File: src/rtl/core/polygon_mask_pixel_patch_core_assert.svh
// Assertion macros for the polygon mask pixel patch core.
// Each macro expects clk and rst_n in the scope where it is used.
`ifndef POLYGON_MASK_PIXEL_PATCH_CORE_ASSERT_SVH
`define POLYGON_MASK_PIXEL_PATCH_CORE_ASSERT_SVH

`ifndef NO_ASSERTIONS

// Consequent must hold in the same cycle as the antecedent
`define PMPP_ASSERT_IMP(lbl, ante, cons) \
    lbl: assert property (@(posedge clk) disable iff (!rst_n) (ante) |-> (cons)) \
        else $error("pmpp: same-cycle check failed");

// Consequent must hold in the cycle after the antecedent
`define PMPP_ASSERT_NXT(lbl, ante, cons) \
    lbl: assert property (@(posedge clk) disable iff (!rst_n) (ante) |=> (cons)) \
        else $error("pmpp: next-cycle check failed");

`else

`define PMPP_ASSERT_IMP(lbl, ante, cons)

`define PMPP_ASSERT_NXT(lbl, ante, cons)

`endif

`endif

File: src/rtl/core/pmpp_pkg.sv
package pmpp_pkg;

    localparam int COORD_BITS   = 13;
    localparam int MAX_VERTICES = 64;
    localparam int ADDR_BITS    = $clog2(MAX_VERTICES);
    localparam int CNT_BITS     = $clog2(MAX_VERTICES + 1);
    localparam int RGB_BITS     = 24;
    localparam int FUNC_BITS    = 2;
    localparam int DIFF_BITS    = COORD_BITS + 1;
    localparam int PROD_BITS    = 2 * DIFF_BITS;

    localparam logic [CNT_BITS-1:0]   MAX_CNT       = CNT_BITS'(MAX_VERTICES);
    localparam logic [CNT_BITS-1:0]   MIN_POLY_CNT  = CNT_BITS'(3);
    localparam logic [COORD_BITS-1:0] RAY_END_RESET = COORD_BITS'(5000);

    // Operation codes
    localparam logic [FUNC_BITS-1:0] FUNC_CLEAR  = 2'd0;
    localparam logic [FUNC_BITS-1:0] FUNC_APPEND = 2'd1;
    localparam logic [FUNC_BITS-1:0] FUNC_TEST   = 2'd2;

    typedef logic [COORD_BITS-1:0]       coord_t;
    typedef logic signed [DIFF_BITS-1:0] diff_t;
    typedef logic signed [PROD_BITS-1:0] prod_t;
    typedef logic [RGB_BITS-1:0]         rgb_t;

    typedef enum logic [1:0] {
        ORI_COL = 2'd0,
        ORI_CW  = 2'd1,
        ORI_CCW = 2'd2
    } orient_t;

    // Controller to datapath
    typedef struct packed {
        logic                 take;
        logic                 clr_cnt;
        logic                 wr_vtx;
        logic                 note_drop;
        logic                 acc_clr;
        logic                 rd_en;
        logic                 rd_first;
        logic [ADDR_BITS-1:0] rd_addr;
        logic                 emit;
    } pmpp_cmd_t;

    // Datapath to controller
    typedef struct packed {
        logic [FUNC_BITS-1:0] func;
        logic [CNT_BITS-1:0]  vcnt;
        logic                 full;
        logic                 pipe_busy;
        logic                 out_free;
    } pmpp_stat_t;

    // Signed difference a - b of two unsigned coordinates
    function automatic diff_t coord_diff(coord_t a, coord_t b);
        diff_t d;
        d = diff_t'({1'b0, a}) - diff_t'({1'b0, b});
        return d;
    endfunction

    // Orientation code from the sign of a cross product
    function automatic orient_t orient_of(prod_t v);
        orient_t o;
        if (v == '0)
            o = ORI_COL;
        else if (!v[PROD_BITS-1])
            o = ORI_CW;
        else
            o = ORI_CCW;
        return o;
    endfunction

    // Orientation against the horizontal ray: value is -(dfp * dv)
    function automatic orient_t orient_horiz(diff_t dfp, diff_t dv);
        orient_t o;
        if (dfp == '0 || dv == '0)
            o = ORI_COL;
        else if (dfp[DIFF_BITS-1] != dv[DIFF_BITS-1])
            o = ORI_CW;
        else
            o = ORI_CCW;
        return o;
    endfunction

    // Point b lies in the bounding box of a and c
    function automatic logic in_box(coord_t ax, coord_t ay, coord_t bx, coord_t by,
                                    coord_t cx, coord_t cy);
        coord_t xlo;
        coord_t xhi;
        coord_t ylo;
        coord_t yhi;
        xlo = (ax < cx) ? ax : cx;
        xhi = (ax < cx) ? cx : ax;
        ylo = (ay < cy) ? ay : cy;
        yhi = (ay < cy) ? cy : ay;
        return (bx >= xlo) && (bx <= xhi) && (by >= ylo) && (by <= yhi);
    endfunction

endpackage

File: src/rtl/core/pmpp_ctrl.sv
module pmpp_ctrl (
    input  logic                  clk,
    input  logic                  rst_n,
    input  logic                  in_valid,
    output logic                  in_ready,
    input  pmpp_pkg::pmpp_stat_t  stat,
    output pmpp_pkg::pmpp_cmd_t   cmd
);

    typedef enum logic [2:0] {
        ST_IDLE,
        ST_EXEC,
        ST_WALK,
        ST_DRAIN,
        ST_EMIT
    } state_t;

    state_t                          state_reg;
    state_t                          state_next;
    logic [pmpp_pkg::CNT_BITS-1:0]   walk_reg;
    logic [pmpp_pkg::CNT_BITS-1:0]   walk_next;
    logic                            walk_last;

    // Read index runs 0 .. vcnt-1, then wraps back to vertex 0 to close
    assign walk_last = (walk_reg == stat.vcnt);

    // Next state and commands
    always_comb
    begin
        state_next = state_reg;
        walk_next  = walk_reg;
        cmd        = '0;
        in_ready   = 1'b0;
        unique case (state_reg)
            ST_IDLE:
            begin
                in_ready = 1'b1;
                if (in_valid)
                begin
                    cmd.take   = 1'b1;
                    state_next = ST_EXEC;
                end
            end
            ST_EXEC:
            begin
                state_next = ST_EMIT;
                unique case (stat.func)
                    pmpp_pkg::FUNC_CLEAR:
                        cmd.clr_cnt = 1'b1;
                    pmpp_pkg::FUNC_APPEND:
                    begin
                        if (stat.full)
                            cmd.note_drop = 1'b1;
                        else
                            cmd.wr_vtx = 1'b1;
                    end
                    pmpp_pkg::FUNC_TEST:
                    begin
                        cmd.acc_clr = 1'b1;
                        if (stat.vcnt >= pmpp_pkg::MIN_POLY_CNT)
                        begin
                            walk_next  = '0;
                            state_next = ST_WALK;
                        end
                    end
                    default:
                        cmd.clr_cnt = 1'b0;
                endcase
            end
            ST_WALK:
            begin
                cmd.rd_en    = 1'b1;
                cmd.rd_first = (walk_reg == '0);
                cmd.rd_addr  = walk_last ? '0 : walk_reg[pmpp_pkg::ADDR_BITS-1:0];
                walk_next    = walk_reg + 1'b1;
                if (walk_last)
                    state_next = ST_DRAIN;
            end
            ST_DRAIN:
            begin
                if (!stat.pipe_busy)
                    state_next = ST_EMIT;
            end
            ST_EMIT:
            begin
                if (stat.out_free)
                begin
                    cmd.emit   = 1'b1;
                    state_next = ST_IDLE;
                end
            end
            default:
                state_next = ST_IDLE;
        endcase
    end

    // Hold state and walk index
    always_ff @(posedge clk or negedge rst_n)
    begin
        if (!rst_n)
        begin
            state_reg <= ST_IDLE;
            walk_reg  <= '0;
        end
        else
        begin
            state_reg <= state_next;
            walk_reg  <= walk_next;
        end
    end

endmodule

File: src/rtl/core/pmpp_dp.sv
module pmpp_dp (
    input  logic                                clk,
    input  logic                                rst_n,
    input  logic                                cfg_wr_en,
    input  logic [pmpp_pkg::COORD_BITS-1:0]     cfg_wr_data,
    input  logic [pmpp_pkg::FUNC_BITS-1:0]      func,
    input  logic [pmpp_pkg::COORD_BITS-1:0]     coord_x,
    input  logic [pmpp_pkg::COORD_BITS-1:0]     coord_y,
    input  logic [pmpp_pkg::RGB_BITS-1:0]       base_pixel,
    input  logic [pmpp_pkg::RGB_BITS-1:0]       patch_pixel,
    output logic                                out_valid,
    input  logic                                out_ready,
    output logic [pmpp_pkg::RGB_BITS-1:0]       pixel_out,
    output logic                                inside_res,
    output logic                                status,
    input  pmpp_pkg::pmpp_cmd_t                 cmd,
    output pmpp_pkg::pmpp_stat_t                stat
);

    localparam int VTX_BITS = 2 * pmpp_pkg::COORD_BITS;

    // Configuration and item registers
    pmpp_pkg::coord_t                 ray_end_reg;
    logic [pmpp_pkg::FUNC_BITS-1:0]   func_reg;
    pmpp_pkg::coord_t                 px_reg;
    pmpp_pkg::coord_t                 py_reg;
    pmpp_pkg::rgb_t                   base_reg;
    pmpp_pkg::rgb_t                   patch_reg;
    logic                             drop_reg;
    logic [pmpp_pkg::CNT_BITS-1:0]    cnt_reg;

    // Vertex memory and read stage
    logic [VTX_BITS-1:0]              vtx_mem [pmpp_pkg::MAX_VERTICES];
    logic                             rd_vld_reg;
    logic                             rd_first_reg;
    pmpp_pkg::coord_t                 rd_x_reg;
    pmpp_pkg::coord_t                 rd_y_reg;
    pmpp_pkg::coord_t                 prev_x_reg;
    pmpp_pkg::coord_t                 prev_y_reg;

    // Edge stage A (products) results
    pmpp_pkg::diff_t                  dy_ba;
    pmpp_pkg::diff_t                  dx_ba;
    pmpp_pkg::diff_t                  dx_pb;
    pmpp_pkg::diff_t                  dx_fb;
    pmpp_pkg::diff_t                  dy_pb;
    pmpp_pkg::diff_t                  dx_fp;
    pmpp_pkg::diff_t                  dy_ap;
    logic                             ea_vld;

    logic                             eb_vld_reg;
    pmpp_pkg::prod_t                  m0_reg;
    pmpp_pkg::prod_t                  m1_reg;
    pmpp_pkg::prod_t                  m2_reg;
    pmpp_pkg::orient_t                o3_reg;
    pmpp_pkg::orient_t                o4_reg;
    logic                             w1_reg;
    logic                             w2_reg;
    logic                             w3_reg;
    logic                             w4_reg;

    // Edge stage B (decision)
    pmpp_pkg::prod_t                  v1;
    pmpp_pkg::prod_t                  v2;
    pmpp_pkg::orient_t                o1;
    pmpp_pkg::orient_t                o2;
    logic                             meet;

    logic                             dec_reg;
    logic                             ins_dec_reg;
    logic                             cross_reg;

    // Output register
    logic                             out_vld_reg;
    pmpp_pkg::rgb_t                   pixel_reg;
    logic                             inside_reg;
    logic                             status_reg;
    logic                             out_free;
    logic                             poly_ok;
    logic                             is_test;
    logic                             ins;

    // Ray end register
    always_ff @(posedge clk or negedge rst_n)
    begin
        if (!rst_n)
            ray_end_reg <= pmpp_pkg::RAY_END_RESET;
        else if (cfg_wr_en)
            ray_end_reg <= cfg_wr_data;
    end

    // Capture the item on transfer
    always_ff @(posedge clk)
    begin
        if (cmd.take)
        begin
            func_reg  <= func;
            px_reg    <= coord_x;
            py_reg    <= coord_y;
            base_reg  <= base_pixel;
            patch_reg <= patch_pixel;
        end
    end

    // Track a dropped append
    always_ff @(posedge clk or negedge rst_n)
    begin
        if (!rst_n)
            drop_reg <= 1'b0;
        else if (cmd.take)
            drop_reg <= 1'b0;
        else if (cmd.note_drop)
            drop_reg <= 1'b1;
    end

    // Vertex count
    always_ff @(posedge clk or negedge rst_n)
    begin
        if (!rst_n)
            cnt_reg <= '0;
        else if (cmd.clr_cnt)
            cnt_reg <= '0;
        else if (cmd.wr_vtx)
            cnt_reg <= cnt_reg + 1'b1;
    end

    // Vertex memory write port
    always_ff @(posedge clk)
    begin
        if (cmd.wr_vtx)
            vtx_mem[cnt_reg[pmpp_pkg::ADDR_BITS-1:0]] <= {px_reg, py_reg};
    end

    // Vertex memory read port
    always_ff @(posedge clk)
    begin
        if (cmd.rd_en)
            {rd_x_reg, rd_y_reg} <= vtx_mem[cmd.rd_addr];
    end

    always_ff @(posedge clk or negedge rst_n)
    begin
        if (!rst_n)
        begin
            rd_vld_reg   <= 1'b0;
            rd_first_reg <= 1'b0;
        end
        else
        begin
            rd_vld_reg   <= cmd.rd_en;
            rd_first_reg <= cmd.rd_first;
        end
    end

    // Keep the previous vertex as the start of the next edge
    always_ff @(posedge clk)
    begin
        if (rd_vld_reg)
        begin
            prev_x_reg <= rd_x_reg;
            prev_y_reg <= rd_y_reg;
        end
    end

    // Stage A: differences for edge a=prev, b=read vertex, ray p..f
    assign ea_vld = rd_vld_reg && !rd_first_reg;
    assign dy_ba  = pmpp_pkg::coord_diff(rd_y_reg, prev_y_reg);
    assign dx_ba  = pmpp_pkg::coord_diff(rd_x_reg, prev_x_reg);
    assign dx_pb  = pmpp_pkg::coord_diff(px_reg, rd_x_reg);
    assign dx_fb  = pmpp_pkg::coord_diff(ray_end_reg, rd_x_reg);
    assign dy_pb  = pmpp_pkg::coord_diff(py_reg, rd_y_reg);
    assign dx_fp  = pmpp_pkg::coord_diff(ray_end_reg, px_reg);
    assign dy_ap  = pmpp_pkg::coord_diff(prev_y_reg, py_reg);

    always_ff @(posedge clk or negedge rst_n)
    begin
        if (!rst_n)
            eb_vld_reg <= 1'b0;
        else
            eb_vld_reg <= ea_vld;
    end

    // Register products, ray orientations and box tests
    always_ff @(posedge clk)
    begin
        if (ea_vld)
        begin
            m0_reg <= pmpp_pkg::prod_t'(dy_ba) * pmpp_pkg::prod_t'(dx_pb);
            m1_reg <= pmpp_pkg::prod_t'(dx_ba) * pmpp_pkg::prod_t'(dy_pb);
            m2_reg <= pmpp_pkg::prod_t'(dy_ba) * pmpp_pkg::prod_t'(dx_fb);
            o3_reg <= pmpp_pkg::orient_horiz(dx_fp, dy_ap);
            o4_reg <= pmpp_pkg::orient_horiz(dx_fp, pmpp_pkg::diff_t'(-dy_pb));
            w1_reg <= pmpp_pkg::in_box(prev_x_reg, prev_y_reg, px_reg, py_reg,
                                       rd_x_reg, rd_y_reg);
            w2_reg <= pmpp_pkg::in_box(prev_x_reg, prev_y_reg, ray_end_reg, py_reg,
                                       rd_x_reg, rd_y_reg);
            w3_reg <= pmpp_pkg::in_box(px_reg, py_reg, prev_x_reg, prev_y_reg,
                                       ray_end_reg, py_reg);
            w4_reg <= pmpp_pkg::in_box(px_reg, py_reg, rd_x_reg, rd_y_reg,
                                       ray_end_reg, py_reg);
        end
    end

    // Stage B: edge orientations and intersection
    assign v1 = m0_reg - m1_reg;
    assign v2 = m2_reg - m1_reg;
    assign o1 = pmpp_pkg::orient_of(v1);
    assign o2 = pmpp_pkg::orient_of(v2);
    assign meet = ((o1 != o2) && (o3_reg != o4_reg))
               || ((o1 == pmpp_pkg::ORI_COL) && w1_reg)
               || ((o2 == pmpp_pkg::ORI_COL) && w2_reg)
               || ((o3_reg == pmpp_pkg::ORI_COL) && w3_reg)
               || ((o4_reg == pmpp_pkg::ORI_COL) && w4_reg);

    // Count crossings; the first hit with the point collinear to the edge settles the answer
    always_ff @(posedge clk or negedge rst_n)
    begin
        if (!rst_n)
        begin
            dec_reg     <= 1'b0;
            ins_dec_reg <= 1'b0;
            cross_reg   <= 1'b0;
        end
        else if (cmd.acc_clr)
        begin
            dec_reg     <= 1'b0;
            ins_dec_reg <= 1'b0;
            cross_reg   <= 1'b0;
        end
        else if (eb_vld_reg && !dec_reg && meet)
        begin
            if (o1 == pmpp_pkg::ORI_COL)
            begin
                dec_reg     <= 1'b1;
                ins_dec_reg <= w1_reg;
            end
            else
            begin
                cross_reg <= ~cross_reg;
            end
        end
    end

    // Result fields
    assign poly_ok = (cnt_reg >= pmpp_pkg::MIN_POLY_CNT);
    assign is_test = (func_reg == pmpp_pkg::FUNC_TEST);
    assign ins     = is_test && poly_ok && (dec_reg ? ins_dec_reg : cross_reg);
    assign out_free = !out_vld_reg || out_ready;

    always_ff @(posedge clk or negedge rst_n)
    begin
        if (!rst_n)
            out_vld_reg <= 1'b0;
        else if (cmd.emit)
            out_vld_reg <= 1'b1;
        else if (out_ready)
            out_vld_reg <= 1'b0;
    end

    always_ff @(posedge clk)
    begin
        if (cmd.emit)
        begin
            pixel_reg  <= is_test ? (ins ? patch_reg : base_reg) : '0;
            inside_reg <= ins;
            status_reg <= drop_reg;
        end
    end

    assign out_valid  = out_vld_reg;
    assign pixel_out  = pixel_reg;
    assign inside_res = inside_reg;
    assign status     = status_reg;

    // Status back to the controller
    assign stat.func      = func_reg;
    assign stat.vcnt      = cnt_reg;
    assign stat.full      = (cnt_reg == pmpp_pkg::MAX_CNT);
    assign stat.pipe_busy = rd_vld_reg || eb_vld_reg;
    assign stat.out_free  = out_free;

endmodule

File: src/rtl/core/polygon_mask_pixel_patch_core.sv
// Clear and append items are taken one at a time: captured, executed, registered.
// Pixel test with n >= 3 vertices: the single read port of the vertex memory
// reads vertices 0 .. n-1, then vertex 0, feeding one polygon edge per cycle.
// Pixel test with fewer than 3 vertices: no vertex walk, inside_res is 0.
// Reset (rst_n low, asynchronous) zeroes the vertex count and sets ray_end_x
// to 5000; the vertex memory is not cleared.
`include "polygon_mask_pixel_patch_core_assert.svh"

module polygon_mask_pixel_patch_core (
    input  logic                                clk,
    input  logic                                rst_n,
    input  logic                                cfg_wr_en,
    input  logic [pmpp_pkg::COORD_BITS-1:0]     cfg_wr_data,
    input  logic                                in_valid,
    output logic                                in_ready,
    input  logic [pmpp_pkg::FUNC_BITS-1:0]      func,
    input  logic [pmpp_pkg::COORD_BITS-1:0]     coord_x,
    input  logic [pmpp_pkg::COORD_BITS-1:0]     coord_y,
    input  logic [pmpp_pkg::RGB_BITS-1:0]       base_pixel,
    input  logic [pmpp_pkg::RGB_BITS-1:0]       patch_pixel,
    output logic                                out_valid,
    input  logic                                out_ready,
    output logic [pmpp_pkg::RGB_BITS-1:0]       pixel_out,
    output logic                                inside_res,
    output logic                                status
);

    pmpp_pkg::pmpp_cmd_t  cmd;
    pmpp_pkg::pmpp_stat_t stat;

    pmpp_ctrl u_ctrl (
        .clk      (clk),
        .rst_n    (rst_n),
        .in_valid (in_valid),
        .in_ready (in_ready),
        .stat     (stat),
        .cmd      (cmd)
    );

    pmpp_dp u_dp (
        .clk         (clk),
        .rst_n       (rst_n),
        .cfg_wr_en   (cfg_wr_en),
        .cfg_wr_data (cfg_wr_data),
        .func        (func),
        .coord_x     (coord_x),
        .coord_y     (coord_y),
        .base_pixel  (base_pixel),
        .patch_pixel (patch_pixel),
        .out_valid   (out_valid),
        .out_ready   (out_ready),
        .pixel_out   (pixel_out),
        .inside_res  (inside_res),
        .status      (status),
        .cmd         (cmd),
        .stat        (stat)
    );

    // Checks
    `PMPP_ASSERT_IMP(a_cnt_bound, 1'b1, stat.vcnt <= pmpp_pkg::MAX_CNT)
    `PMPP_ASSERT_IMP(a_rd_in_range, cmd.rd_en, pmpp_pkg::CNT_BITS'(cmd.rd_addr) < stat.vcnt)
    `PMPP_ASSERT_IMP(a_emit_free, cmd.emit, stat.out_free)
    `PMPP_ASSERT_NXT(a_busy_after_take, in_valid && in_ready, !in_ready)

endmodule
File: config.mk
export PLATFORM = sky130hd
export DESIGN_NAME = polygon_mask_pixel_patch_core
export DESIGN_NICKNAME = d
export VERILOG_FILES = /design/src/rtl/core/pmpp_pkg.sv /design/src/rtl/core/pmpp_ctrl.sv /design/src/rtl/core/pmpp_dp.sv /design/src/rtl/core/polygon_mask_pixel_patch_core.sv
export VERILOG_INCLUDE_DIRS = /design/src /design/src/rtl/core
export SDC_FILE = /design/constraint.sdc
export NUM_CORES = 2
export LEC_CHECK = 0
export ABC_CLOCK_PERIOD_IN_PS = 10420
export BUFFER_PORTS_ARGS = -buffer_cell sky130_fd_sc_hd__clkbuf_2
export CORE_MARGIN = 2
export CORE_UTILIZATION = 50
export DETAILED_ROUTE_END_ITERATION = 16
export PLACE_DENSITY = 0.64
export SYNTH_ARGS = -nofsm -noshare
export SYNTH_HDL_FRONTEND = slang
export SYNTH_SLANG_ARGS = --single-unit
File: constraint.sdc
create_clock -name clk -period 10.42 [get_ports clk]
set_input_delay 0.521 -clock clk [delete_from_list [all_inputs] [get_ports clk]]
set_output_delay 0.521 -clock clk [all_outputs]
set_load 0.1 [all_outputs]
## Word-level counts from Yosys, hierarchy flattened

Memory sizes are Yosys's and may differ from the RTL's. A register that Yosys moved wholly into a read port is not among the register bits.
Index checks and enable logic that the tools add are counted.

| storage, ports and cells | value |
|---|---|
| input bits | 94 |
| bits in writable memories | 1664 |
| memories kept | 1 |
| register bits after elaboration | 258 |
| logic and storage cells | 194 |

Memories:

| memory | words | width | rd ports | clocked after Yosys merged registers in | wr ports | RTL line | RTL |
|---|---|---|---|---|---|---|---|
| u_dp.vtx_mem | 64 | 26 | 1 | 1 | 1 | pmpp_dp.sv:33 | `logic [VTX_BITS-1:0] vtx_mem [pmpp_pkg::MAX_VERTICES];` |

| operators by class | value |
|---|---|
| bitwise logic cells | 1 |
| equality and inequality tests | 19 |
| multipliers | 3 |
| muxes and demuxes | 54 |
| reduce and logical (&&, ||, !) cells | 55 |
| $add $sub $neg | 12 |
| magnitude comparators | 18 |

Operators with widths:

| cell | number |
|---|---|
| subtractor 13 x 13 -> 14 bit | 7 |
| greater-or-equal comparator 13 bit | 7 |
| less-or-equal comparator 13 bit | 7 |
| multiplier 14 x 14 -> 28 bit | 3 |
| two-way mux 13 bit | 6 |
| zero test 28 bit | 2 |
| subtractor 28 bit | 2 |
| zero test 14 bit | 3 |
| < comparator 13 bit | 3 |
| two-way mux 7 bit | 4 |
| two-way mux 1 bit | 25 |
| two-way mux 24 bit | 1 |
| logical AND 1 bit | 22 |
| two-way mux 3 bit | 6 |
| case mux 3 bit (5 select lines) | 1 |
| adder 7 x 1 -> 7 bit, second input constant | 2 |
| two-way mux 2 bit | 7 |
| negation 14 bit | 1 |
| case mux 7 bit (2 select lines) | 1 |
| nonzero test 2 bit | 6 |
| zero test 2 bit | 5 |
| logical OR 1 bit | 8 |
| two-way mux 8 bit | 1 |
| != test 2 x 1 -> 1 bit, second input constant | 4 |
| other kinds (20) | 28 |

## Longest topological paths before layout

| logic depth | value |
|---|---|
| depth in word-level cells | 12 |
| mapped depth | 37 |

## Modules after synthesis

From an unflattened synthesis, not the netlist that was laid out.

| second synthesis, totals | value |
|---|---|
| cells, all modules | 6976 |
| area, all modules | 106046.7 um^2 |

Modules (own cells, without submodules):

| module | area an instance (um^2) | seq. area each (um^2) | times used | cells an instance |
|---|---|---|---|---|
| pmpp_dp | 105272.2 | 58061.9 | 1 | 6884 |
| pmpp_ctrl | 774.5 | 250.2 | 1 | 92 |

## Worst setup path after synthesis

OpenSTA, ideal clock, no wires.

| timing path | value |
|---|---|
| kind | reg-to-reg |
| from | register u_dp.py_reg[0] |
| to | register u_dp.m1_reg[24], data pin |
| arrival time | 8785 ps |
| path buffers | 0 |
| clock period less this slack | 9050 ps |
| cell stages (with the launch flop) | 34 |
| setup slack | 1370 ps |
| required time | 10154 ps |
| library setup time | 266 ps |
| path through | edfxtp_1 -> inv_1 -> ha_1 -> fa_1 -> nor2b_1 -> o21ai_0 -> nand2b_1 -> a21o_1 -> a21o_1 -> a31oi_1 -> o21bai_1 -> a21oi_1 -> xnor2_1 -> nand2_1 -> fa_1 -> fa_1 -> fa_1 -> inv_1 -> fa_1 -> fa_1 -> inv_1 -> fa_1 -> inv_1 -> ha_1 -> or2_2 -> a21oi_1 -> a31oi_1 -> a41o_1 -> o41a_1 -> a21o_1 -> a21o_1 -> a2111oi_0 -> nor3_1 -> xor2_1 |

| between the ends | value |
|---|---|
| word-level cells in the longest chain between the ends | 2 |

RTL lines:

| element | RTL line | RTL |
|---|---|---|
| from (decl) | pmpp_dp.sv:26 | `pmpp_pkg::coord_t py_reg;` |
| from (signal assigned) | pmpp_dp.sv:99 | `py_reg <= coord_y;` |
| subtractor 13 x 13 -> 14 bit | pmpp_pkg.sv:57 | `d = diff_t'({1'b0, a}) - diff_t'({1'b0, b});` |
| multiplier 14 x 14 -> 28 bit | pmpp_dp.sv:189 | `m1_reg <= pmpp_pkg::prod_t'(dx_ba) * pmpp_pkg::prod_t'(dy_pb);` |
| to (signal assigned) | pmpp_dp.sv:189 |  |
| to (decl) | pmpp_dp.sv:53 | `pmpp_pkg::prod_t m1_reg;` |

Every way passes these cells.
A chain may end at the register's enable or synchronous reset.

## Worst setup path in the final report

| timing path | value |
|---|---|
| from | register u_dp.rd_y_reg[1] (read register of u_dp.vtx_mem) |
| to | register u_dp.m2_reg[27], data pin |

| between the ends | value |
|---|---|
| word-level cells in the longest chain between the ends | 2 |

RTL lines:

| element | RTL line | RTL |
|---|---|---|
| from (decl) | pmpp_dp.sv:37 | `pmpp_pkg::coord_t rd_y_reg;` |
| subtractor 13 x 13 -> 14 bit | pmpp_pkg.sv:57 |  |
| multiplier 14 x 14 -> 28 bit | pmpp_dp.sv:190 | `m2_reg <= pmpp_pkg::prod_t'(dy_ba) * pmpp_pkg::prod_t'(dx_fb);` |
| to (signal assigned) | pmpp_dp.sv:190 |  |
| to (decl) | pmpp_dp.sv:54 | `pmpp_pkg::prod_t m2_reg;` |

Every way passes these cells.

==> results.toml <==
[worst_setup_path]
crit_type = "register to register"
cp-start-kind = "register"
rrSetupSlack_ps = 1110
worstPathRequired_ps = 11020
crit_top_cell = "fa_1"
timing.rr.start = "u_dp.rd_y_reg[1]"
worst_path_largest_cell_delay_ps = 820
critPathArrivalTime_ps = 9910
cp_max_fo = 14
reg2reg_depth = 33
startpoint = "u_dp.rd_y_reg[1]"
end_kind = "register"
cp_slowest_cell = "fa_1"

[synthesis]
async_flop_share_pct = 1.95
synth_top_area_cell = "edfxtp_1"
yosysMostFrequentCell = "edfxtp_1"
syn_area_per_cell_um2 = 13.4
yosys_warnings = 0
ys_ff_latch = 1948
synthesis.area_um2 = 108000
netlist_instances = 8037
ys.flop_type = "edfxtp_1"
synth_nets = 9204
ys_seq_area_share_pct = 54.0
yosysTopAreaCellShare_pct = 53.1
synth.area.top_cells = "edfxtp_1 53%, fa_1 11%, ha_1 5.5%"
ys_types = 89
synth-edff-count = 1910
netlist_top_cells_count = "1910 x edfxtp_1, 820 x inv_1, 596 x fa_1, 542 x nand2_1, 477 x ha_1"

[floorplanning]
pin_count = 122
die_w_um = 469
rows = 170
coreArea_um2 = 215000
die_y_um = 469
initial_core_util_pct = 50.3
die_area_um2 = 220000

[timing]
relSlewSlack_pct = 19.3
worst_pin_slew_ps = 1210
final.setup.worst_slack_ps = 1110
setup_tns_ps = 0
finalCritPeriodShare_pct = 89.3
rsz0062_at_grt = "false"
fmax_mhz = 107
finalSetupViolCount = 0
hold_viol_final = 0
maxSlewViolCount = 0
fin_crit_ps = 9310
fin_worst_skew_ps = 63.8

[layout]
fillers = 17200
layout-drive-gt1-share_pct = 11.8
seq_area_um2 = 58300
multiInputGateArea_um2 = 45400
num-nets-final = 9476
largest_register_ff_count = 1664
area_delta_synth_final_pct = 11.3
final_util_pct = 56.0
stdcell_count = 11300

[cts]
cts_tree = "built"
htree_levels = 4
numCtsBuffers = 197
cts_buffer_depth = 3
root_buffer = "clkbuf_16"
clk_latency_ps = 880
postCtsHoldBufs = 88
ctsResizeCount = 0
cts_setup_buffers = 0
cts_num_sinks = 1948
clk_pin_slew_ps = 70

[global_route]
track_usage_pct = 28.2
antenna_found_initial = 15
grt_start_max_net_pins = 114
grt_pass1_wl_mm = 455
grt_pass1_vias = 69200
grt-ovfl-total = 0

[worst_hold_path]
holdCritStartpoint = "in_valid"
whs_path_depth = 4
min_path_type = "input pin to register"

[placed_design]
io_buffers = 121
gp_congestion = 0.965
dp_hpwl_mm = 201
place_inst = 10900
post-place-ws_ps = 1100

[flow_run]
max-cap-violations = 0

[route]
drt_iter0_markers = 7432
drc = 0
via_count = 68400
viasPerCell = 6.04
wire_per_inst_um = 27.4
ant_nets = 0
drtPass1Iterations = 6
routed_wl_mm = 310

[run_status]
status = "completed"
-- worst paths after layout --
path,end
max,u_dp.m2_reg[27]
min,u_ctrl.state_reg[0]
max reg2reg,u_dp.m2_reg[27]
min reg2reg,u_dp.status
max in group asynchronous,u_ctrl.walk_reg[2]
min in group asynchronous,u_dp.ray_end_reg[5]
-- worst max-delay path: cells and delay by family, from the launching register on --
family	cells	cell delay (ps)
buffers and inverters	6	600
AO/OA/AOI/OAI	11	2720
XOR/XNOR	1	80
AND/OR/NAND/NOR	7	1250
adder cells (fa/ha/maj)	8	3880
flip-flops	1	500
-- kinds of logic (layout without fill, tap and decap cells) --
kind of cell	count (synthesis)	count (layout)	synth area share, %
other	0	6	0
DFF	1948	1948	54.0
adders and majority gates	1073	1073	16.6
and+or+nand+nor	1674	1674	7.32
muxes	560	560	7.62
AOI/OAI and AO/OA	1365	1365	8.40
xor gates and xnor gates	223	223	1.81
buffers and inverters	1194	1634	4.29
-- through the flow --
stage | hold slack [ps] | area (µm²)
after global placement | 458 | 113000
after CTS | 47.1 | 120000
after detailed placement | 455 | 113000
final | 105 | 120000
after global routing | 118 | 120000
after floorplan | 225 | 108000
-- metal layers --
metal  GRT usage, %  routed length, µm  vias to the layer above  share of wire [%]
li1               -                  -                    29900                  -
met1           37.1             123000                    35100                 39
met2           46.3             149000                     2833                 48
met3           3.69              21100                      620                6.8
met4           14.2              17600                        6                5.7
met5              0                 30                        -             0.0097
-- cell usage in the layout (no fill, tap or decap), types with 55 or more instances in the layout --
cell type,instances
o211ai_1,433
nand3_1,60
mux4_2,208
dlygate4sd3_1,88
o21ai_0,142
a21oi_1,343
nor2_2,57
mux2i_1,337
nor2_1,407
clkbuf_2,121
nand2_1,542
xnor2_1,150
ha_1,477
or3_1,229
fa_1,596
clkbuf_16,198
nand2b_1,69
a21o_1,70
inv_1,820
xor2_1,68
edfxtp_1,1910
nor2b_1,55
a211oi_1,94
o21a_1,58
buf_4,228
a31oi_1,73
-- layout make-up --
class	count	share of cell area [%]
clock buffer	238	4.29
antenna	6	0.0125
tap	2838	2.95
clock inverter	129	1.14
timing repair buffer	446	2.81
multi-input combinational	4895	37.7
sequential	1948	48.5
inverter	821	2.56
Power is not shown: default switching activity piles up to over one toggle a cycle in this logic, so the estimate is an artifact.
